[src/rtl/raster_format_sniffer_unit_defines.svh]
// Assertion macros shared by the raster format sniffer RTL.
// Depends on nothing; included by modules that carry assertions.
`ifndef RASTER_FORMAT_SNIFFER_UNIT_DEFINES_SVH
`define RASTER_FORMAT_SNIFFER_UNIT_DEFINES_SVH

// Checks that an implication holds at every clock edge out of reset.
`define RFS_ASSERT_IMPL(label, clk, rst_n, ante, cons, msg) \
    label: assert property (@(posedge clk) disable iff (!rst_n) (ante) |-> (cons)) \
        else $error(msg);

// Checks that a condition in one cycle implies another in the next.
`define RFS_ASSERT_NEXT(label, clk, rst_n, ante, cons, msg) \
    label: assert property (@(posedge clk) disable iff (!rst_n) (ante) |=> (cons)) \
        else $error(msg);

`endif

[src/rtl/rfs_pkg.sv]
// Package for the raster format sniffer: result codes, limits, the result type and brand checks.
// Depends on nothing.
`default_nettype none
package rfs_pkg;
    localparam int unsigned MaxProbeBytes = 4096;
    localparam int unsigned CountW = $clog2(MaxProbeBytes + 1);
    localparam int unsigned ReqW = 13;

    typedef enum logic [3:0] {
        FMT_UNKNOWN = 4'd0, FMT_JPEG = 4'd1, FMT_PNG = 4'd2, FMT_GIF = 4'd3,
        FMT_BMP = 4'd4, FMT_WEBP = 4'd5, FMT_TIFF = 4'd6, FMT_ICO = 4'd7,
        FMT_PSD = 4'd8, FMT_JPEGXL = 4'd9, FMT_AVIF = 4'd10, FMT_HEIF = 4'd11
    } t_format;

    typedef enum logic [1:0] {
        ST_MATCHED = 2'd0, ST_UNSUPPORTED = 2'd1, ST_TRUNCATED = 2'd2, ST_MALFORMED = 2'd3
    } t_status;

    typedef struct packed {
        t_format               format_code;
        t_status               probe_status;
        logic [ReqW-1:0]       bytes_required;
    } t_result;

    function automatic logic brand_is_hevc(input logic [31:0] b);
        return b == 32'h68656963 || b == 32'h68656978 || b == 32'h68657663 ||
               b == 32'h68657678 || b == 32'h6865696D || b == 32'h68656973 ||
               b == 32'h6865766D || b == 32'h68657673;
    endfunction

    function automatic logic brand_is_avif(input logic [31:0] b);
        return b == 32'h61766966 || b == 32'h61766973;
    endfunction
endpackage
`default_nettype wire

[src/rtl/rfs_stream_if.sv]
// Valid/ready channel interfaces for the raster format sniffer.
// Depends on rfs_pkg.
`default_nettype none
interface rfs_in_if;
    logic       valid;
    logic       ready;
    logic [7:0] data_byte;
    logic       byte_valid;
    logic       last;
    modport source (output valid, data_byte, byte_valid, last, input ready);
    modport sink (input valid, data_byte, byte_valid, last, output ready);
endinterface

interface rfs_out_if;
    logic                     valid;
    logic                     ready;
    logic [3:0]               format_code;
    logic [1:0]               probe_status;
    logic [rfs_pkg::ReqW-1:0] bytes_required;
    modport source (output valid, format_code, probe_status, bytes_required, input ready);
    modport sink (input valid, format_code, probe_status, bytes_required, output ready);
endinterface
`default_nettype wire

[src/rtl/rfs_classify.sv]
// Combinational magic-number classifier over the held header bytes and brand flags.
// Depends on rfs_pkg.
`default_nettype none
module rfs_classify (
    input  wire logic [7:0]                  i_win [16],
    input  wire logic [rfs_pkg::CountW-1:0]  i_count,
    input  wire logic [31:0]                 i_major,
    input  wire logic                        i_hevc,
    input  wire logic                        i_avif,
    input  wire logic                        i_still,
    output rfs_pkg::t_result                 o_result
);
    logic [7:0] sig_jxl [12];
    logic [7:0] sig_png [8];
    logic [7:0] w [16];

    assign sig_jxl = '{8'h00, 8'h00, 8'h00, 8'h0C, 8'h4A, 8'h58, 8'h4C, 8'h20,
                       8'h0D, 8'h0A, 8'h87, 8'h0A};
    assign sig_png = '{8'h89, 8'h50, 8'h4E, 8'h47, 8'h0D, 8'h0A, 8'h1A, 8'h0A};

    // Bytes not yet received read as zero.
    always_comb begin
        for (int i = 0; i < 16; i++) begin
            w[i] = (i_count > rfs_pkg::CountW'(i)) ? i_win[i] : 8'h00;
        end
    end

    function automatic logic bm(input logic [rfs_pkg::CountW-1:0] n, input int pos,
                                input logic [7:0] got, input logic [7:0] want);
        return (n <= rfs_pkg::CountW'(pos)) || (got == want);
    endfunction

    function automatic rfs_pkg::t_result mk(input rfs_pkg::t_format f,
                                            input rfs_pkg::t_status s,
                                            input int unsigned r);
        rfs_pkg::t_result x;
        x.format_code = f;
        x.probe_status = s;
        x.bytes_required = rfs_pkg::ReqW'(r);
        return x;
    endfunction

    logic [12:0] n;
    logic m_jxl, m_psd, m_jpg, m_png, m_g7, m_g9, m_ico, m_lc, m_bc, m_lb, m_bb;
    logic m_riff, m_webp, m_ftyp4;
    logic [31:0] be0, be8, be12, le2, le6, le10, le4;
    logic [63:0] box, minimum;
    logic ext;
    logic bok;

    always_comb begin
        n = 13'(i_count);
        m_jxl = 1'b1;
        for (int i = 0; i < 12; i++) m_jxl &= bm(i_count, i, w[i], sig_jxl[i]);
        m_png = 1'b1;
        for (int i = 0; i < 8; i++) m_png &= bm(i_count, i, w[i], sig_png[i]);
        m_psd = bm(i_count, 0, w[0], 8'h38) && bm(i_count, 1, w[1], 8'h42) &&
                bm(i_count, 2, w[2], 8'h50) && bm(i_count, 3, w[3], 8'h53);
        m_jpg = bm(i_count, 0, w[0], 8'hFF) && bm(i_count, 1, w[1], 8'hD8) &&
                bm(i_count, 2, w[2], 8'hFF);
        m_g7 = bm(i_count, 0, w[0], 8'h47) && bm(i_count, 1, w[1], 8'h49) &&
               bm(i_count, 2, w[2], 8'h46) && bm(i_count, 3, w[3], 8'h38) &&
               bm(i_count, 4, w[4], 8'h37) && bm(i_count, 5, w[5], 8'h61);
        m_g9 = bm(i_count, 0, w[0], 8'h47) && bm(i_count, 1, w[1], 8'h49) &&
               bm(i_count, 2, w[2], 8'h46) && bm(i_count, 3, w[3], 8'h38) &&
               bm(i_count, 4, w[4], 8'h39) && bm(i_count, 5, w[5], 8'h61);
        m_ico = bm(i_count, 0, w[0], 8'h00) && bm(i_count, 1, w[1], 8'h00) &&
                bm(i_count, 2, w[2], 8'h01) && bm(i_count, 3, w[3], 8'h00);
        m_lc = bm(i_count, 0, w[0], 8'h49) && bm(i_count, 1, w[1], 8'h49) &&
               bm(i_count, 2, w[2], 8'h2A) && bm(i_count, 3, w[3], 8'h00);
        m_bc = bm(i_count, 0, w[0], 8'h4D) && bm(i_count, 1, w[1], 8'h4D) &&
               bm(i_count, 2, w[2], 8'h00) && bm(i_count, 3, w[3], 8'h2A);
        m_lb = bm(i_count, 0, w[0], 8'h49) && bm(i_count, 1, w[1], 8'h49) &&
               bm(i_count, 2, w[2], 8'h2B) && bm(i_count, 3, w[3], 8'h00);
        m_bb = bm(i_count, 0, w[0], 8'h4D) && bm(i_count, 1, w[1], 8'h4D) &&
               bm(i_count, 2, w[2], 8'h00) && bm(i_count, 3, w[3], 8'h2B);
        m_riff = bm(i_count, 0, w[0], 8'h52) && bm(i_count, 1, w[1], 8'h49) &&
                 bm(i_count, 2, w[2], 8'h46) && bm(i_count, 3, w[3], 8'h46);
        m_webp = bm(i_count, 8, w[8], 8'h57) && bm(i_count, 9, w[9], 8'h45) &&
                 bm(i_count, 10, w[10], 8'h42) && bm(i_count, 11, w[11], 8'h50);
        m_ftyp4 = bm(i_count, 4, w[4], 8'h66) && bm(i_count, 5, w[5], 8'h74) &&
                  bm(i_count, 6, w[6], 8'h79) && bm(i_count, 7, w[7], 8'h70);
        be0 = {w[0], w[1], w[2], w[3]};
        be8 = {w[8], w[9], w[10], w[11]};
        be12 = {w[12], w[13], w[14], w[15]};
        le2 = {w[5], w[4], w[3], w[2]};
        le4 = {w[7], w[6], w[5], w[4]};
        le6 = {w[9], w[8], w[7], w[6]};
        le10 = {w[13], w[12], w[11], w[10]};
        ext = (be0 == 32'd1);
        box = ext ? {be8, be12} : {32'd0, be0};
        minimum = ext ? 64'd24 : 64'd16;
        bok = 1'b0;

        if (n >= 13'd2 && w[0] == 8'hFF && w[1] == 8'h0A) begin
            o_result = mk(rfs_pkg::FMT_JPEGXL, rfs_pkg::ST_MATCHED, 0);
        end else if (n >= 13'd4 && m_jxl) begin
            o_result = (n < 13'd12) ? mk(rfs_pkg::FMT_JPEGXL, rfs_pkg::ST_TRUNCATED, 12)
                                    : mk(rfs_pkg::FMT_JPEGXL, rfs_pkg::ST_MATCHED, 0);
        end else if (n >= 13'd1 && m_psd) begin
            o_result = (n < 13'd4) ? mk(rfs_pkg::FMT_PSD, rfs_pkg::ST_TRUNCATED, 4)
                                   : mk(rfs_pkg::FMT_PSD, rfs_pkg::ST_MATCHED, 0);
        end else if (m_jpg) begin
            if (n < 13'd3) begin
                o_result = mk((n >= 13'd2) ? rfs_pkg::FMT_JPEG : rfs_pkg::FMT_UNKNOWN,
                              rfs_pkg::ST_TRUNCATED, 3);
            end else begin
                o_result = mk(rfs_pkg::FMT_JPEG, rfs_pkg::ST_MATCHED, 0);
            end
        end else if (n >= 13'd2 && w[0] == 8'hFF && w[1] == 8'hD8) begin
            o_result = mk(rfs_pkg::FMT_JPEG, rfs_pkg::ST_MALFORMED, 0);
        end else if (m_png) begin
            o_result = (n < 13'd8) ? mk(rfs_pkg::FMT_PNG, rfs_pkg::ST_TRUNCATED, 8)
                                   : mk(rfs_pkg::FMT_PNG, rfs_pkg::ST_MATCHED, 0);
        end else if (n >= 13'd4 && w[0] == 8'h89 && w[1] == 8'h50 && w[2] == 8'h4E &&
                     w[3] == 8'h47) begin
            o_result = mk(rfs_pkg::FMT_PNG, rfs_pkg::ST_MALFORMED, 0);
        end else if (m_g7 || m_g9) begin
            o_result = (n < 13'd6) ? mk(rfs_pkg::FMT_GIF, rfs_pkg::ST_TRUNCATED, 6)
                                   : mk(rfs_pkg::FMT_GIF, rfs_pkg::ST_MATCHED, 0);
        end else if (n >= 13'd4 && w[0] == 8'h47 && w[1] == 8'h49 && w[2] == 8'h46 &&
                     w[3] == 8'h38) begin
            o_result = mk(rfs_pkg::FMT_GIF, rfs_pkg::ST_MALFORMED, 0);
        end else if (n == 13'd1 && w[0] == 8'h42) begin
            o_result = mk(rfs_pkg::FMT_UNKNOWN, rfs_pkg::ST_TRUNCATED, 2);
        end else if (n >= 13'd2 && w[0] == 8'h42 && w[1] == 8'h4D) begin
            if (n < 13'd14) begin
                o_result = mk(rfs_pkg::FMT_BMP, rfs_pkg::ST_TRUNCATED, 14);
            end else if (le6 != 32'd0 || le10 < 32'd14 || (le2 != 32'd0 && le2 < le10)) begin
                o_result = mk(rfs_pkg::FMT_BMP, rfs_pkg::ST_MALFORMED, 0);
            end else begin
                o_result = mk(rfs_pkg::FMT_BMP, rfs_pkg::ST_MATCHED, 0);
            end
        end else if (m_ico) begin
            if (n < 13'd4) o_result = mk(rfs_pkg::FMT_UNKNOWN, rfs_pkg::ST_TRUNCATED, 4);
            else if (n < 13'd6) o_result = mk(rfs_pkg::FMT_ICO, rfs_pkg::ST_TRUNCATED, 6);
            else if (w[4] == 8'h00 && w[5] == 8'h00)
                o_result = mk(rfs_pkg::FMT_ICO, rfs_pkg::ST_MALFORMED, 0);
            else o_result = mk(rfs_pkg::FMT_ICO, rfs_pkg::ST_MATCHED, 0);
        end else if (m_lc || m_bc || m_lb || m_bb) begin
            bok = (m_lb && w[4] == 8'h08 && w[5] == 8'h00 && w[6] == 8'h00 && w[7] == 8'h00) ||
                  (m_bb && w[4] == 8'h00 && w[5] == 8'h08 && w[6] == 8'h00 && w[7] == 8'h00);
            if (n < 13'd4) o_result = mk(rfs_pkg::FMT_UNKNOWN, rfs_pkg::ST_TRUNCATED, 4);
            else if (m_lc || m_bc) o_result = mk(rfs_pkg::FMT_TIFF, rfs_pkg::ST_MATCHED, 0);
            else if (n < 13'd8) o_result = mk(rfs_pkg::FMT_TIFF, rfs_pkg::ST_TRUNCATED, 8);
            else o_result = mk(rfs_pkg::FMT_TIFF,
                               bok ? rfs_pkg::ST_MATCHED : rfs_pkg::ST_MALFORMED, 0);
        end else if (m_riff) begin
            if (n < 13'd4) o_result = mk(rfs_pkg::FMT_UNKNOWN, rfs_pkg::ST_TRUNCATED, 4);
            else if (!m_webp) o_result = mk(rfs_pkg::FMT_UNKNOWN, rfs_pkg::ST_UNSUPPORTED, 0);
            else if (n < 13'd12) o_result = mk(rfs_pkg::FMT_WEBP, rfs_pkg::ST_TRUNCATED, 12);
            else if (le4 < 32'd4 || le4[0])
                o_result = mk(rfs_pkg::FMT_WEBP, rfs_pkg::ST_MALFORMED, 0);
            else o_result = mk(rfs_pkg::FMT_WEBP, rfs_pkg::ST_MATCHED, 0);
        end else if (n < 13'd8) begin
            if (n > 13'd4 && m_ftyp4)
                o_result = mk(rfs_pkg::FMT_UNKNOWN, rfs_pkg::ST_TRUNCATED, 8);
            else o_result = mk(rfs_pkg::FMT_UNKNOWN, rfs_pkg::ST_UNSUPPORTED, 0);
        end else if (m_ftyp4) begin
            if (be0 == 32'd0) begin
                o_result = mk(rfs_pkg::FMT_UNKNOWN, rfs_pkg::ST_MALFORMED, 0);
            end else if (ext && n < 13'd16) begin
                o_result = mk(rfs_pkg::FMT_UNKNOWN, rfs_pkg::ST_TRUNCATED, 16);
            end else if (box < minimum || box > 64'(rfs_pkg::MaxProbeBytes) ||
                         box[1:0] != 2'b00) begin
                o_result = mk(rfs_pkg::FMT_UNKNOWN, rfs_pkg::ST_MALFORMED, 0);
            end else if (64'(i_count) < box) begin
                o_result = mk(rfs_pkg::FMT_UNKNOWN, rfs_pkg::ST_TRUNCATED, 32'(box[16:0]));
            end else if (rfs_pkg::brand_is_avif(i_major) || i_avif) begin
                o_result = mk(rfs_pkg::FMT_AVIF, (i_major == 32'h61766966 || i_still)
                              ? rfs_pkg::ST_MATCHED : rfs_pkg::ST_UNSUPPORTED, 0);
            end else if (rfs_pkg::brand_is_hevc(i_major) || i_hevc) begin
                o_result = mk(rfs_pkg::FMT_HEIF, rfs_pkg::ST_MATCHED, 0);
            end else begin
                o_result = mk(rfs_pkg::FMT_UNKNOWN, rfs_pkg::ST_UNSUPPORTED, 0);
            end
        end else begin
            o_result = mk(rfs_pkg::FMT_UNKNOWN, rfs_pkg::ST_UNSUPPORTED, 0);
        end
    end
endmodule
`default_nettype wire

[src/rtl/raster_format_sniffer_unit.sv]
// Raster format sniffer top level: byte intake, brand tracking and result register.
// Depends on rfs_pkg, rfs_stream_if, rfs_classify and the defines header.
//
// Usage: the input channel carries one prefix byte per word with byte_valid and
// last flags; the output channel carries one word per prefix with format_code,
// probe_status and bytes_required. Each input word is registered first; the
// staged word then updates the header window, byte count and ftyp brand state,
// and on a last word classifies and loads the result register. A result is
// thus visible once its staged last word is loaded into the result register. One input word is
// taken every cycle; the only stall comes from a full result register whose
// word the receiver has not yet taken, and a staged last word then waits.
// Bytes beyond 4096 are dropped. Reset clears the count, brand state and the
// valid flags; the window needs no clearing since reads are gated by the count.
// A stalled receiver holds the result steady and backs up the input by one word.
`default_nettype none
`include "raster_format_sniffer_unit_defines.svh"
module raster_format_sniffer_unit (
    input  wire logic  i_clk,
    input  wire logic  i_rst_n,
    rfs_in_if.sink     i_in,
    rfs_out_if.source  o_out
);
    localparam int unsigned CW = rfs_pkg::CountW;

    logic             r_in_v, n_in_v;
    logic [7:0]       r_in_byte;
    logic             r_in_bv, r_in_last;
    logic [7:0]       r_win [16];
    logic [CW-1:0]    r_count, n_count;
    logic [31:0]      r_major, n_major, r_asm, n_asm;
    logic             r_hevc, n_hevc, r_avif, n_avif, r_still, n_still;
    logic             r_out_v, n_out_v;
    rfs_pkg::t_result r_out, cls;
    logic [7:0]       eff_win [16];
    logic             take, fire, stage_go, in_acc;
    logic [31:0]      be0, be8, be12;
    logic [63:0]      box;
    logic [CW-1:0]    off;
    logic [4:0]       hdr;

    // The staged word may retire unless it is a last word facing a full output that the receiver is not taking.
    assign fire     = r_in_v && r_in_last;
    assign stage_go = !r_in_v || !fire || !r_out_v || o_out.ready;
    assign i_in.ready = stage_go;
    assign in_acc   = i_in.valid && i_in.ready;
    assign take     = r_in_v && stage_go && r_in_bv && (r_count < CW'(rfs_pkg::MaxProbeBytes));

    always_comb begin
        for (int i = 0; i < 16; i++) begin
            eff_win[i] = (take && r_count == CW'(i)) ? r_in_byte : r_win[i];
        end
    end

    always_comb begin
        be0  = {r_win[0], r_win[1], r_win[2], r_win[3]};
        be8  = {r_win[8], r_win[9], r_win[10], r_win[11]};
        be12 = {r_win[12], r_win[13], r_win[14], r_win[15]};
        box  = (be0 == 32'd1) ? {be8, be12} : {32'd0, be0};
        hdr  = (be0 == 32'd1) ? 5'd16 : 5'd8;
        off  = r_count - CW'(3);
        n_asm = r_asm;
        n_major = r_major;
        n_hevc = r_hevc;
        n_avif = r_avif;
        n_still = r_still;
        n_count = r_count;
        if (take) begin
            n_asm = {r_asm[23:0], r_in_byte};
            n_count = r_count + CW'(1);
            if (r_count >= CW'(11) && r_count[1:0] == 2'b11) begin
                if (off == CW'(hdr)) n_major = n_asm;
                if (off >= CW'(hdr) + CW'(8) && 64'(off) < box) begin
                    if (rfs_pkg::brand_is_hevc(n_asm)) n_hevc = 1'b1;
                    if (rfs_pkg::brand_is_avif(n_asm)) n_avif = 1'b1;
                    if (n_asm == 32'h61766966) n_still = 1'b1;
                end
            end
        end
    end

    rfs_classify u_classify (
        .i_win    (eff_win),
        .i_count  (n_count),
        .i_major  (n_major),
        .i_hevc   (n_hevc),
        .i_avif   (n_avif),
        .i_still  (n_still),
        .o_result (cls)
    );

    always_comb begin
        n_in_v = stage_go ? in_acc : r_in_v;
        n_out_v = r_out_v;
        if (o_out.ready) n_out_v = 1'b0;
        if (fire && stage_go) n_out_v = 1'b1;
    end

    always_ff @(posedge i_clk) begin
        if (!i_rst_n) begin
            r_in_v <= 1'b0;
            r_out_v <= 1'b0;
            r_count <= '0;
            r_major <= '0;
            r_asm <= '0;
            r_hevc <= 1'b0;
            r_avif <= 1'b0;
            r_still <= 1'b0;
        end else begin
            r_in_v <= n_in_v;
            r_out_v <= n_out_v;
            if (r_in_v && stage_go && fire) begin
                r_count <= '0;
                r_major <= '0;
                r_asm <= '0;
                r_hevc <= 1'b0;
                r_avif <= 1'b0;
                r_still <= 1'b0;
            end else begin
                r_count <= n_count;
                r_major <= n_major;
                r_asm <= n_asm;
                r_hevc <= n_hevc;
                r_avif <= n_avif;
                r_still <= n_still;
            end
        end
    end

    always_ff @(posedge i_clk) begin
        if (stage_go) begin
            r_in_byte <= i_in.data_byte;
            r_in_bv <= i_in.byte_valid;
            r_in_last <= i_in.last;
        end
        if (take && r_count < CW'(16)) begin
            r_win[r_count[3:0]] <= r_in_byte;
        end
        if (fire && stage_go) begin
            r_out <= cls;
        end
    end

    assign o_out.valid = r_out_v;
    assign o_out.format_code = r_out.format_code;
    assign o_out.probe_status = r_out.probe_status;
    assign o_out.bytes_required = r_out.bytes_required;

    `RFS_ASSERT_IMPL(a_count_limit, i_clk, i_rst_n, 1'b1,
        r_count <= CW'(rfs_pkg::MaxProbeBytes), "byte count above limit")
    `RFS_ASSERT_NEXT(a_hold_result, i_clk, i_rst_n, r_out_v && !o_out.ready,
        r_out_v && $stable(r_out), "result changed while stalled")
    `RFS_ASSERT_NEXT(a_clear_after_last, i_clk, i_rst_n, fire && stage_go,
        r_count == '0 && !r_hevc && !r_avif && !r_still, "state not cleared after result")
    `RFS_ASSERT_IMPL(a_req_only_trunc, i_clk, i_rst_n,
        r_out_v && r_out.probe_status != rfs_pkg::ST_TRUNCATED,
        r_out.bytes_required == '0, "bytes required set on non-truncated result")
endmodule
`default_nettype wire
[src/flat_wrapper.sv]
// flat-port wrapper written by rule: the top's interface ports become plain ports
module raster_format_sniffer_unit_flat 
  (i_clk, i_rst_n, i_in_valid, i_in_data_byte, i_in_byte_valid, i_in_last, i_in_ready, o_out_valid, o_out_format_code, o_out_probe_status, o_out_bytes_required, o_out_ready);
  rfs_in_if i_in_i ();
  rfs_out_if o_out_i ();
  input  wire logic i_clk;
  input  wire logic i_rst_n;
  input wire logic [$bits(i_in_i.valid)-1:0] i_in_valid;
  input wire logic [$bits(i_in_i.data_byte)-1:0] i_in_data_byte;
  input wire logic [$bits(i_in_i.byte_valid)-1:0] i_in_byte_valid;
  input wire logic [$bits(i_in_i.last)-1:0] i_in_last;
  output wire logic [$bits(i_in_i.ready)-1:0] i_in_ready;
  output wire logic [$bits(o_out_i.valid)-1:0] o_out_valid;
  output wire logic [$bits(o_out_i.format_code)-1:0] o_out_format_code;
  output wire logic [$bits(o_out_i.probe_status)-1:0] o_out_probe_status;
  output wire logic [$bits(o_out_i.bytes_required)-1:0] o_out_bytes_required;
  input wire logic [$bits(o_out_i.ready)-1:0] o_out_ready;
  assign i_in_i.valid = i_in_valid;
  assign i_in_i.data_byte = i_in_data_byte;
  assign i_in_i.byte_valid = i_in_byte_valid;
  assign i_in_i.last = i_in_last;
  assign i_in_ready = i_in_i.ready;
  assign o_out_valid = o_out_i.valid;
  assign o_out_format_code = o_out_i.format_code;
  assign o_out_probe_status = o_out_i.probe_status;
  assign o_out_bytes_required = o_out_i.bytes_required;
  assign o_out_i.ready = o_out_ready;
  raster_format_sniffer_unit u_core (.i_clk(i_clk), .i_rst_n(i_rst_n), .i_in(i_in_i), .o_out(o_out_i));
endmodule
[config.mk]
export PLATFORM = sky130hd
export DESIGN_NAME = raster_format_sniffer_unit_flat
export DESIGN_NICKNAME = d
export VERILOG_FILES = /design/src/rtl/rfs_pkg.sv /design/src/rtl/rfs_stream_if.sv /design/src/rtl/rfs_classify.sv /design/src/rtl/raster_format_sniffer_unit.sv /design/src/flat_wrapper.sv
export VERILOG_INCLUDE_DIRS = /design/src /design/src/rtl
export SDC_FILE = /design/constraint.sdc
export NUM_CORES = 1
export LEC_CHECK = 0
export ABC_AREA = 1
export BUFFER_PORTS_ARGS = -buffer_cell sky130_fd_sc_hd__buf_2
export CAP_MARGIN = 20
export CORE_MARGIN = 3
export CORE_UTILIZATION = 50
export CTS_CLUSTER_SIZE = 24
export DETAILED_ROUTE_END_ITERATION = 8
export GPL_TIMING_DRIVEN = 1
export PLACE_DENSITY = 0.66
export SYNTH_ARGS = -nofsm -noshare
export SYNTH_HDL_FRONTEND = slang
export SYNTH_SLANG_ARGS = --single-unit
[constraint.sdc]
create_clock -name i_clk -period 5.17 [get_ports i_clk]
set_input_delay 0.7755 -clock i_clk [delete_from_list [all_inputs] [get_ports i_clk]]
set_output_delay 0.7755 -clock i_clk [all_outputs]
set_load 0.05 [all_outputs]
# ---- Yosys cells after proc, flatten, opt, wreduce, memory -nomap -nowiden
# Memory sizes are Yosys's and may differ from the RTL's.
# Index checks and enable logic that the tools add are counted.
dict set report classes {
  bitwise 19
  eq_ne 93
  n_reduce_logical 190
  muxes 98
  n_addsub 3
  n_lt_le_gt_ge 49
}
# cell count
set ops {}
lappend ops {{$eq 32x31->1 const B} 20}
lappend ops {{$mux 19} 21}
lappend ops {{$mux 8} 32}
lappend ops {{$eq 8x7->1 const B} 27}
lappend ops {{$mux 15} 13}
lappend ops {{$lt 13x64->1} 2}
lappend ops {{$mux 64} 2}
lappend ops {{$eq 13x4->1 const B} 8}
lappend ops {{$gt 13x4->1 const B} 8}
lappend ops {{$mux 32} 3}
lappend ops {{$logic_and 1x1->1} 87}
lappend ops {{$logic_or 1x1->1} 85}
lappend ops {{$eq 8x4->1 const B} 10}
lappend ops {{$eq 8x6->1 const B} 9}
lappend ops {{$mux 18} 4}
lappend ops {{$eq 32x1->1 const B} 2}
lappend ops {{$gt 64x13->1 const B} 1}
lappend ops {{$logic_not 8->1} 8}
lappend ops {{$lt 64x5->1} 1}
lappend ops {{$reduce_bool 32->1} 2}
lappend ops {{$eq 13x3->1 const B} 4}
lappend ops {{$gt 13x3->1 const B} 4}
lappend ops {{$le 13x3->1 const B} 4}
lappend ops {{$le 13x4->1 const B} 4}
lappend ops {{other kinds (40)} 91}
dict set report word_totals {
  inputBits 14
  word_cells 467
  regBits 103
  n_memories 1
  out_inout_bits 21
  mem_bits_rw 128
}
# memory words word_bits read_ports rd_ports_with_merged_regs write_ports line_no
set memory_table {}
lappend memory_table {u_core.r_win 16 8 16 0 1 raster_format_sniffer_unit.sv:28} ;# logic [7:0] r_win [16];

# ---- Longest topological paths before layout
dict set report depth {
  ltp_word 39
  depth_mapped 48
}

# ---- Hierarchy
# From an unflattened synthesis, not the netlist that was laid out.
dict set report unflattened {
  hier_cells 2174
  area_unflattened_um2 15980.3
}
# module area_each_um2 cells_each n_inst
set by_module_without_submodules {}
lappend by_module_without_submodules {raster_format_sniffer_unit 10996.8 1176 1}
lappend by_module_without_submodules {rfs_classify 4983.5 998 1}

# ---- Least setup slack after synthesis
# Ideal clock, no wire load.
dict set report synth_timing {
  path_kind {input to register}
  startpoint {input port o_out_ready}
  endpoint {register u_core.r_out, in the netlist u_core.o_out.probe_status[1], data pin}
  slack_ps 584
  arrival_time_ps 4331
  path_stages 43
  cell_sequence {nor2_2 -> nand2_4 -> nand3_4 -> inv_2 -> buf_4 -> nand2_1 -> nand2_2 -> inv_2 -> nand2_2 -> nor2_8 -> nand3_4 -> o21ai_1 -> nand2_1 -> inv_1 -> nand2_2 -> nor2_8 -> nand2_4 -> nand2_1 -> [7 not listed] -> nand2_1 -> nand3_1 -> nand2_1 -> nand2_1 -> nand2_1 -> nand2_1 -> nand3_1 -> nand3_1 -> nand2_1 -> nand2_1 -> nand2_1 -> nand2_1 -> nand2_1 -> nand2_1 -> nand2_1 -> nand2_1 -> nand2_1 -> nand2_1}
}
dict set report synth_between {
  elab_chain_cells 33
  elab_cells_between_ends 353
}
# item line_no
set synth_rtl {}
lappend synth_rtl {{start, declared} flat_wrapper.sv:17} ;# input wire logic [$bits(o_out_i.ready)-1:0] o_out_ready;
lappend synth_rtl {{$logic_or 1x1->1 *} raster_format_sniffer_unit.sv:43} ;# assign stage_go = !r_in_v || !fire || !r_out_v || o_out.ready;
lappend synth_rtl {{via i_in_ready} flat_wrapper.sv:12} ;# output wire logic [$bits(i_in_i.ready)-1:0] i_in_ready;
lappend synth_rtl {{$logic_and 1x1->1 * (3 in series)} raster_format_sniffer_unit.sv:46} ;# assign take = r_in_v && stage_go && r_in_bv && (r_count < CW'(rfs_pkg::MaxProbeBytes));
lappend synth_rtl {{$mux 13 *} raster_format_sniffer_unit.sv:67} ;# if (take) begin
lappend synth_rtl {{via u_core.n_count[7]} raster_format_sniffer_unit.sv:29} ;# logic [CW-1:0] r_count, n_count;
lappend synth_rtl {{branches (longest 28 deep; another with $lt 64x5->1)} --}
lappend synth_rtl {{end signal, assigned} raster_format_sniffer_unit.sv:139} ;# r_out <= cls;
lappend synth_rtl {{end, declared} raster_format_sniffer_unit.sv:33} ;# rfs_pkg::t_result r_out, cls;
# Mark *: on every way through the listed nets, which the timed path passes.
# A chain may end at the register's enable or synchronous reset.

# ---- Final worst setup path
dict set report layout_timing {
  startpoint {register u_core.r_count[9]}
  endpoint {register u_core.r_out, in the netlist u_core.o_out.probe_status[1], data pin}
}
dict set report layout_between {
  elab_chain_cells 31
  elab_cells_between_ends 379
}
# item line_no
set layout_rtl {}
lappend layout_rtl {{start, declared} raster_format_sniffer_unit.sv:29}
lappend layout_rtl {{start signal, assigned} raster_format_sniffer_unit.sv:119} ;# r_count <= n_count;
lappend layout_rtl {{branches (longest 31 deep; another with $lt 64x5->1)} --}
# Parallel ways; which one is timed is not known.

==> impl_metrics.yaml <==
outcome:
  run_status: "complete, no violations"
yosys:
  syn_area_mm2: 0.0157
  synth_cell_types: 61
  mappedNetlistNets: 2231
  synth_top_area_share_pct: 30.1
  synth_largest_area_cell: "sky130_fd_sc_hd__edfxtp_1"
  synth_edf_count: 157
  synth.yosys.warnings: 0
  seq_area_frac_synth_pct: 39.5
  asyncSetResetFlopFracSynth_pct: 0
  dominantRegCellSynth: "sky130_fd_sc_hd__edfxtp_1"
  avgSynthCellArea_um2: 7.26
  synth_top_cells_by_area: "sky130_fd_sc_hd__edfxtp_1, sky130_fd_sc_hd__nand2_1, sky130_fd_sc_hd__dfxtp_1, sky130_fd_sc_hd__inv_1, sky130_fd_sc_hd__nor2_1"
  ys_ff_latch: 231
  postSynthCellCount: 2159
clock_tree:
  cts_max_path_buffers: 3
  clkLatencyLatePin_ps: 580
  path_clk_slew_ps: 60
  clockRootBuffer: "sky130_fd_sc_hd__clkbuf_16"
  tritoncts: "yes"
  ctsHtreeMaxLevel: 1
  cts.sinks: 231
  cts-buffers-inserted: 26
routing:
  route.vias.total: 15700
  vias_per_cell: 5.79
  route.detailed.drc: 0
  initialDrtViolationCount: 1996
  postRouteAntennaNets: 0
  finalWirelength_um: 55700
  first_pass_iters: 8
  detail_route.wl_per_cell_um: 20.5
placed_design:
  dpl_worst_slack_ps: -118
  portBuffers: 34
  gp_congestion: 1.09
  dp.final_hpwl_um: 43000
  dpl-instance-area_mm2: 0.0170
layout:
  final_std_cell_area_no_fill_mm2: 0.0180
  area_growth_pct: 15.1
  share_of_post_route_cells_with_drive_strength_above_1_pct: 15.1
  design.final.nets: 2369
  antennaDiodeCount: 0
floorplanning:
  die_width_um: 183
  floorplan.core_area_mm2: 0.0307
  die-area_mm2: 0.0335
  placementRows: 64
  initial_utilization_pct: 51.0
  num_io_pins: 35
  die_h_um: 183
global_routing:
  initial_antenna_violation_count: 0
  maximum_number_of_pins_on_one_net_before_global_route_repair: 65
  grt_first_pass_wirelength_um: 84400
  track_usage_pct: 32.6
  grt_pass1_vias: 14700
  grt-ovfl-total: 0
worst_setup_path:
  r2r.worst_path.cells: 33
  worst-endpoint-required_ps: 5490
  crit_path_max_fanout: 12
  critical_path.reg2reg.endpoint: "u_core.o_out.probe_status[1]"
  cp_slowest_cell: "sky130_fd_sc_hd__nor4_2"
  critPathKind: "reg -> reg"
  critPathMaxStageDelay_ps: 400
  crit_path_start_kind: "register"
  rrSetupSlack_ps: 380
  timing.critical_path.arrival_ps: 5110
  end_kind: "register"
  cp_common_cell: "sky130_fd_sc_hd__nand2_1"
  worstReg2RegStart: "u_core.r_count[9]"
sta:
  worst_pin_slew_ps: 950
  max_freq_ghz: 0.209
  final.min_clock_period_ps: 4790
  worst_clock_skew_ps: 19.3
  hold_ws_ps: 368
  finalHoldViolations: 0
  layout_worst_path_cycle_share_pct: 92.6
  worst_slack_ps: 383
  setup-tns-final_ps: 0
  max-slew-margin-rel_pct: 36.1
  drv_slew: 0
  finalSetupViolations: 0
hold_path:
  hp-start: "i_in_byte_valid"
  holdCritPathClass: "in -> reg"
  min_delay_worst_endpoint: "u_core.r_in_bv"
  min_delay_path_depth: 1
power:
  total_leakage_power_uw: 0.00787
  post-layout-total-power_uw: 4770
  power.density_cell_area_mw_per_mm2: 264
  ir_worst_vdd_v: 0.000239
flow_run:
  drv.max_cap_violation_count: 0
==> cells by family after synthesis <==
kind of cell	share of synthesized area, %
flops	39.5
compound gates	14.5
simple gates	32.0
fa+ha+maj	4.63
xor+xnor	0.503
buf+inv	8.81
==> stage by stage <==
step	utilization, %	instances
finish	58.7	2713
global route	58.7	2713
CTS	57.9	2700
detailed placement	55.3	2652
global placement	55.3	2652
floorplan	-	2159
==> cells in the final DEF (no fill, tap or decap), types with 8 or more instances in the layout <==
cell type,n
sky130_fd_sc_hd__nand2_4,8
sky130_fd_sc_hd__nor4_1,19
sky130_fd_sc_hd__dfxtp_1,69
sky130_fd_sc_hd__o21ai_2,18
sky130_fd_sc_hd__nor2_1,255
sky130_fd_sc_hd__nand4_1,63
sky130_fd_sc_hd__a21oi_1,112
sky130_fd_sc_hd__nor2_4,8
sky130_fd_sc_hd__ha_1,57
sky130_fd_sc_hd__o41ai_1,13
sky130_fd_sc_hd__buf_4,130
sky130_fd_sc_hd__nor2_2,15
sky130_fd_sc_hd__inv_2,31
sky130_fd_sc_hd__inv_1,264
sky130_fd_sc_hd__xor2_1,8
sky130_fd_sc_hd__nand2_1,498
sky130_fd_sc_hd__buf_2,34
sky130_fd_sc_hd__nand2_2,29
sky130_fd_sc_hd__o21ai_1,33
sky130_fd_sc_hd__edfxtp_1,157
sky130_fd_sc_hd__o211ai_1,8
sky130_fd_sc_hd__o21ai_0,166
sky130_fd_sc_hd__nor3_1,48
sky130_fd_sc_hd__nand3_1,115
sky130_fd_sc_hd__a211oi_1,10
sky130_fd_sc_hd__clkbuf_16,26
==> power by group <==
group          switching [uW]  total [uW]  internal (uW)
Clock                     775        1740            968
Sequential               15.9        2010           2000
Combinational             695        1010            315
==> synthesized netlist by cell type (all sizes together), types with 2 or more instances <==
| master | number |
|---|---|
| o21a | 6 |
| buf | 16 |
| and2 | 7 |
| xor2 | 8 |
| nand3b | 7 |
| inv | 298 |
| o31ai | 8 |
| or2 | 4 |
| nor3 | 49 |
| o211ai | 8 |
| nand2 | 535 |
| or4 | 2 |
| edfxtp | 157 |
| a2111oi | 2 |
| a211oi | 10 |
| a31oi | 5 |
| nand4 | 63 |
| dfxtp | 74 |
| clkinv | 3 |
| nand3 | 125 |
| clkbuf | 40 |
| nor2 | 284 |
| a21oi | 114 |
| ha | 58 |
| o21bai | 3 |
| a41oi | 5 |
| nor4 | 23 |
| nor3b | 3 |
| o41ai | 13 |
| o21ai | 217 |
==> critical path: cells and delay by family, from the launching register on <==
| kind | cells | cell delay (ps) |
|---|---|---|
| AO/OA/AOI/OAI | 3 | 400 |
| adder cells (fa/ha/maj) | 1 | 300 |
| buffers and inverters | 8 | 1160 |
| flip-flops | 1 | 380 |
| AND/OR/NAND/NOR | 21 | 2290 |
==> per-layer routing <==
| metal | part of all wire (%) | global-route usage [%] | vias up | wire length [um] |
|---|---|---|---|---|
| met2 | 44 | 52.2 | 837 | 24400 |
| met3 | 9.7 | 5.10 | 162 | 5380 |
| li1 | - | - | 7537 | - |
| met1 | 42 | 44.8 | 7171 | 23300 |
| met4 | 4.7 | 12.8 | 0 | 2610 |
| met5 | 0 | 0 | - | 0 |
==> state kept, by name (all words and copies together), names as in the netlist <==
register,flops
u_core.r_in_v,1
u_core.r_avif,1
u_core.r_count,13
u_core.r_win,128
u_core.o_out.bytes_required,13
u_core.r_asm,24
u_core.r_in_last,1
u_core.r_in_byte,8
u_core.r_in_bv,1
u_core.r_hevc,1
u_core.o_out.probe_status,2
u_core.o_out.format_code,4
u_core.r_still,1
u_core.o_out.valid,1
u_core.r_major,32
==> area by class of cell <==
cell class,instances,area [um^2]
fill,2855,12700
multi-input combinational,1571,8210
sequential,231,6200
timing repair buffer,166,1190
inverter,301,1140
clock buffer,34,711
tap,396,495
clock inverter,14,95.1
==> worst max path at each step <==
stage | startpoint | endpoint | cells after the start
detailed placement | o_out_ready | u_core.o_out.probe_status[1] | 35
global placement | o_out_ready | u_core.o_out.probe_status[1] | 32
global route | u_core.r_count[9] | u_core.o_out.probe_status[1] | 44
CTS | u_core.r_count[1] | u_core.o_out.probe_status[1] | 34
floorplan | o_out_ready | u_core.o_out.probe_status[1] | 43
finish | u_core.r_count[9] | u_core.o_out.probe_status[1] | 33
==> timing repair <==
action / CTS / global route
hold endpoints to repair: 0 / 0
endpoints found under the setup margin: 0 / 14
gates resized for setup: 0 / 44
hold buffers: 0 / 0
buffers inserted: 0 / 13
No activity file was read; power rests on OpenSTA's default activity.
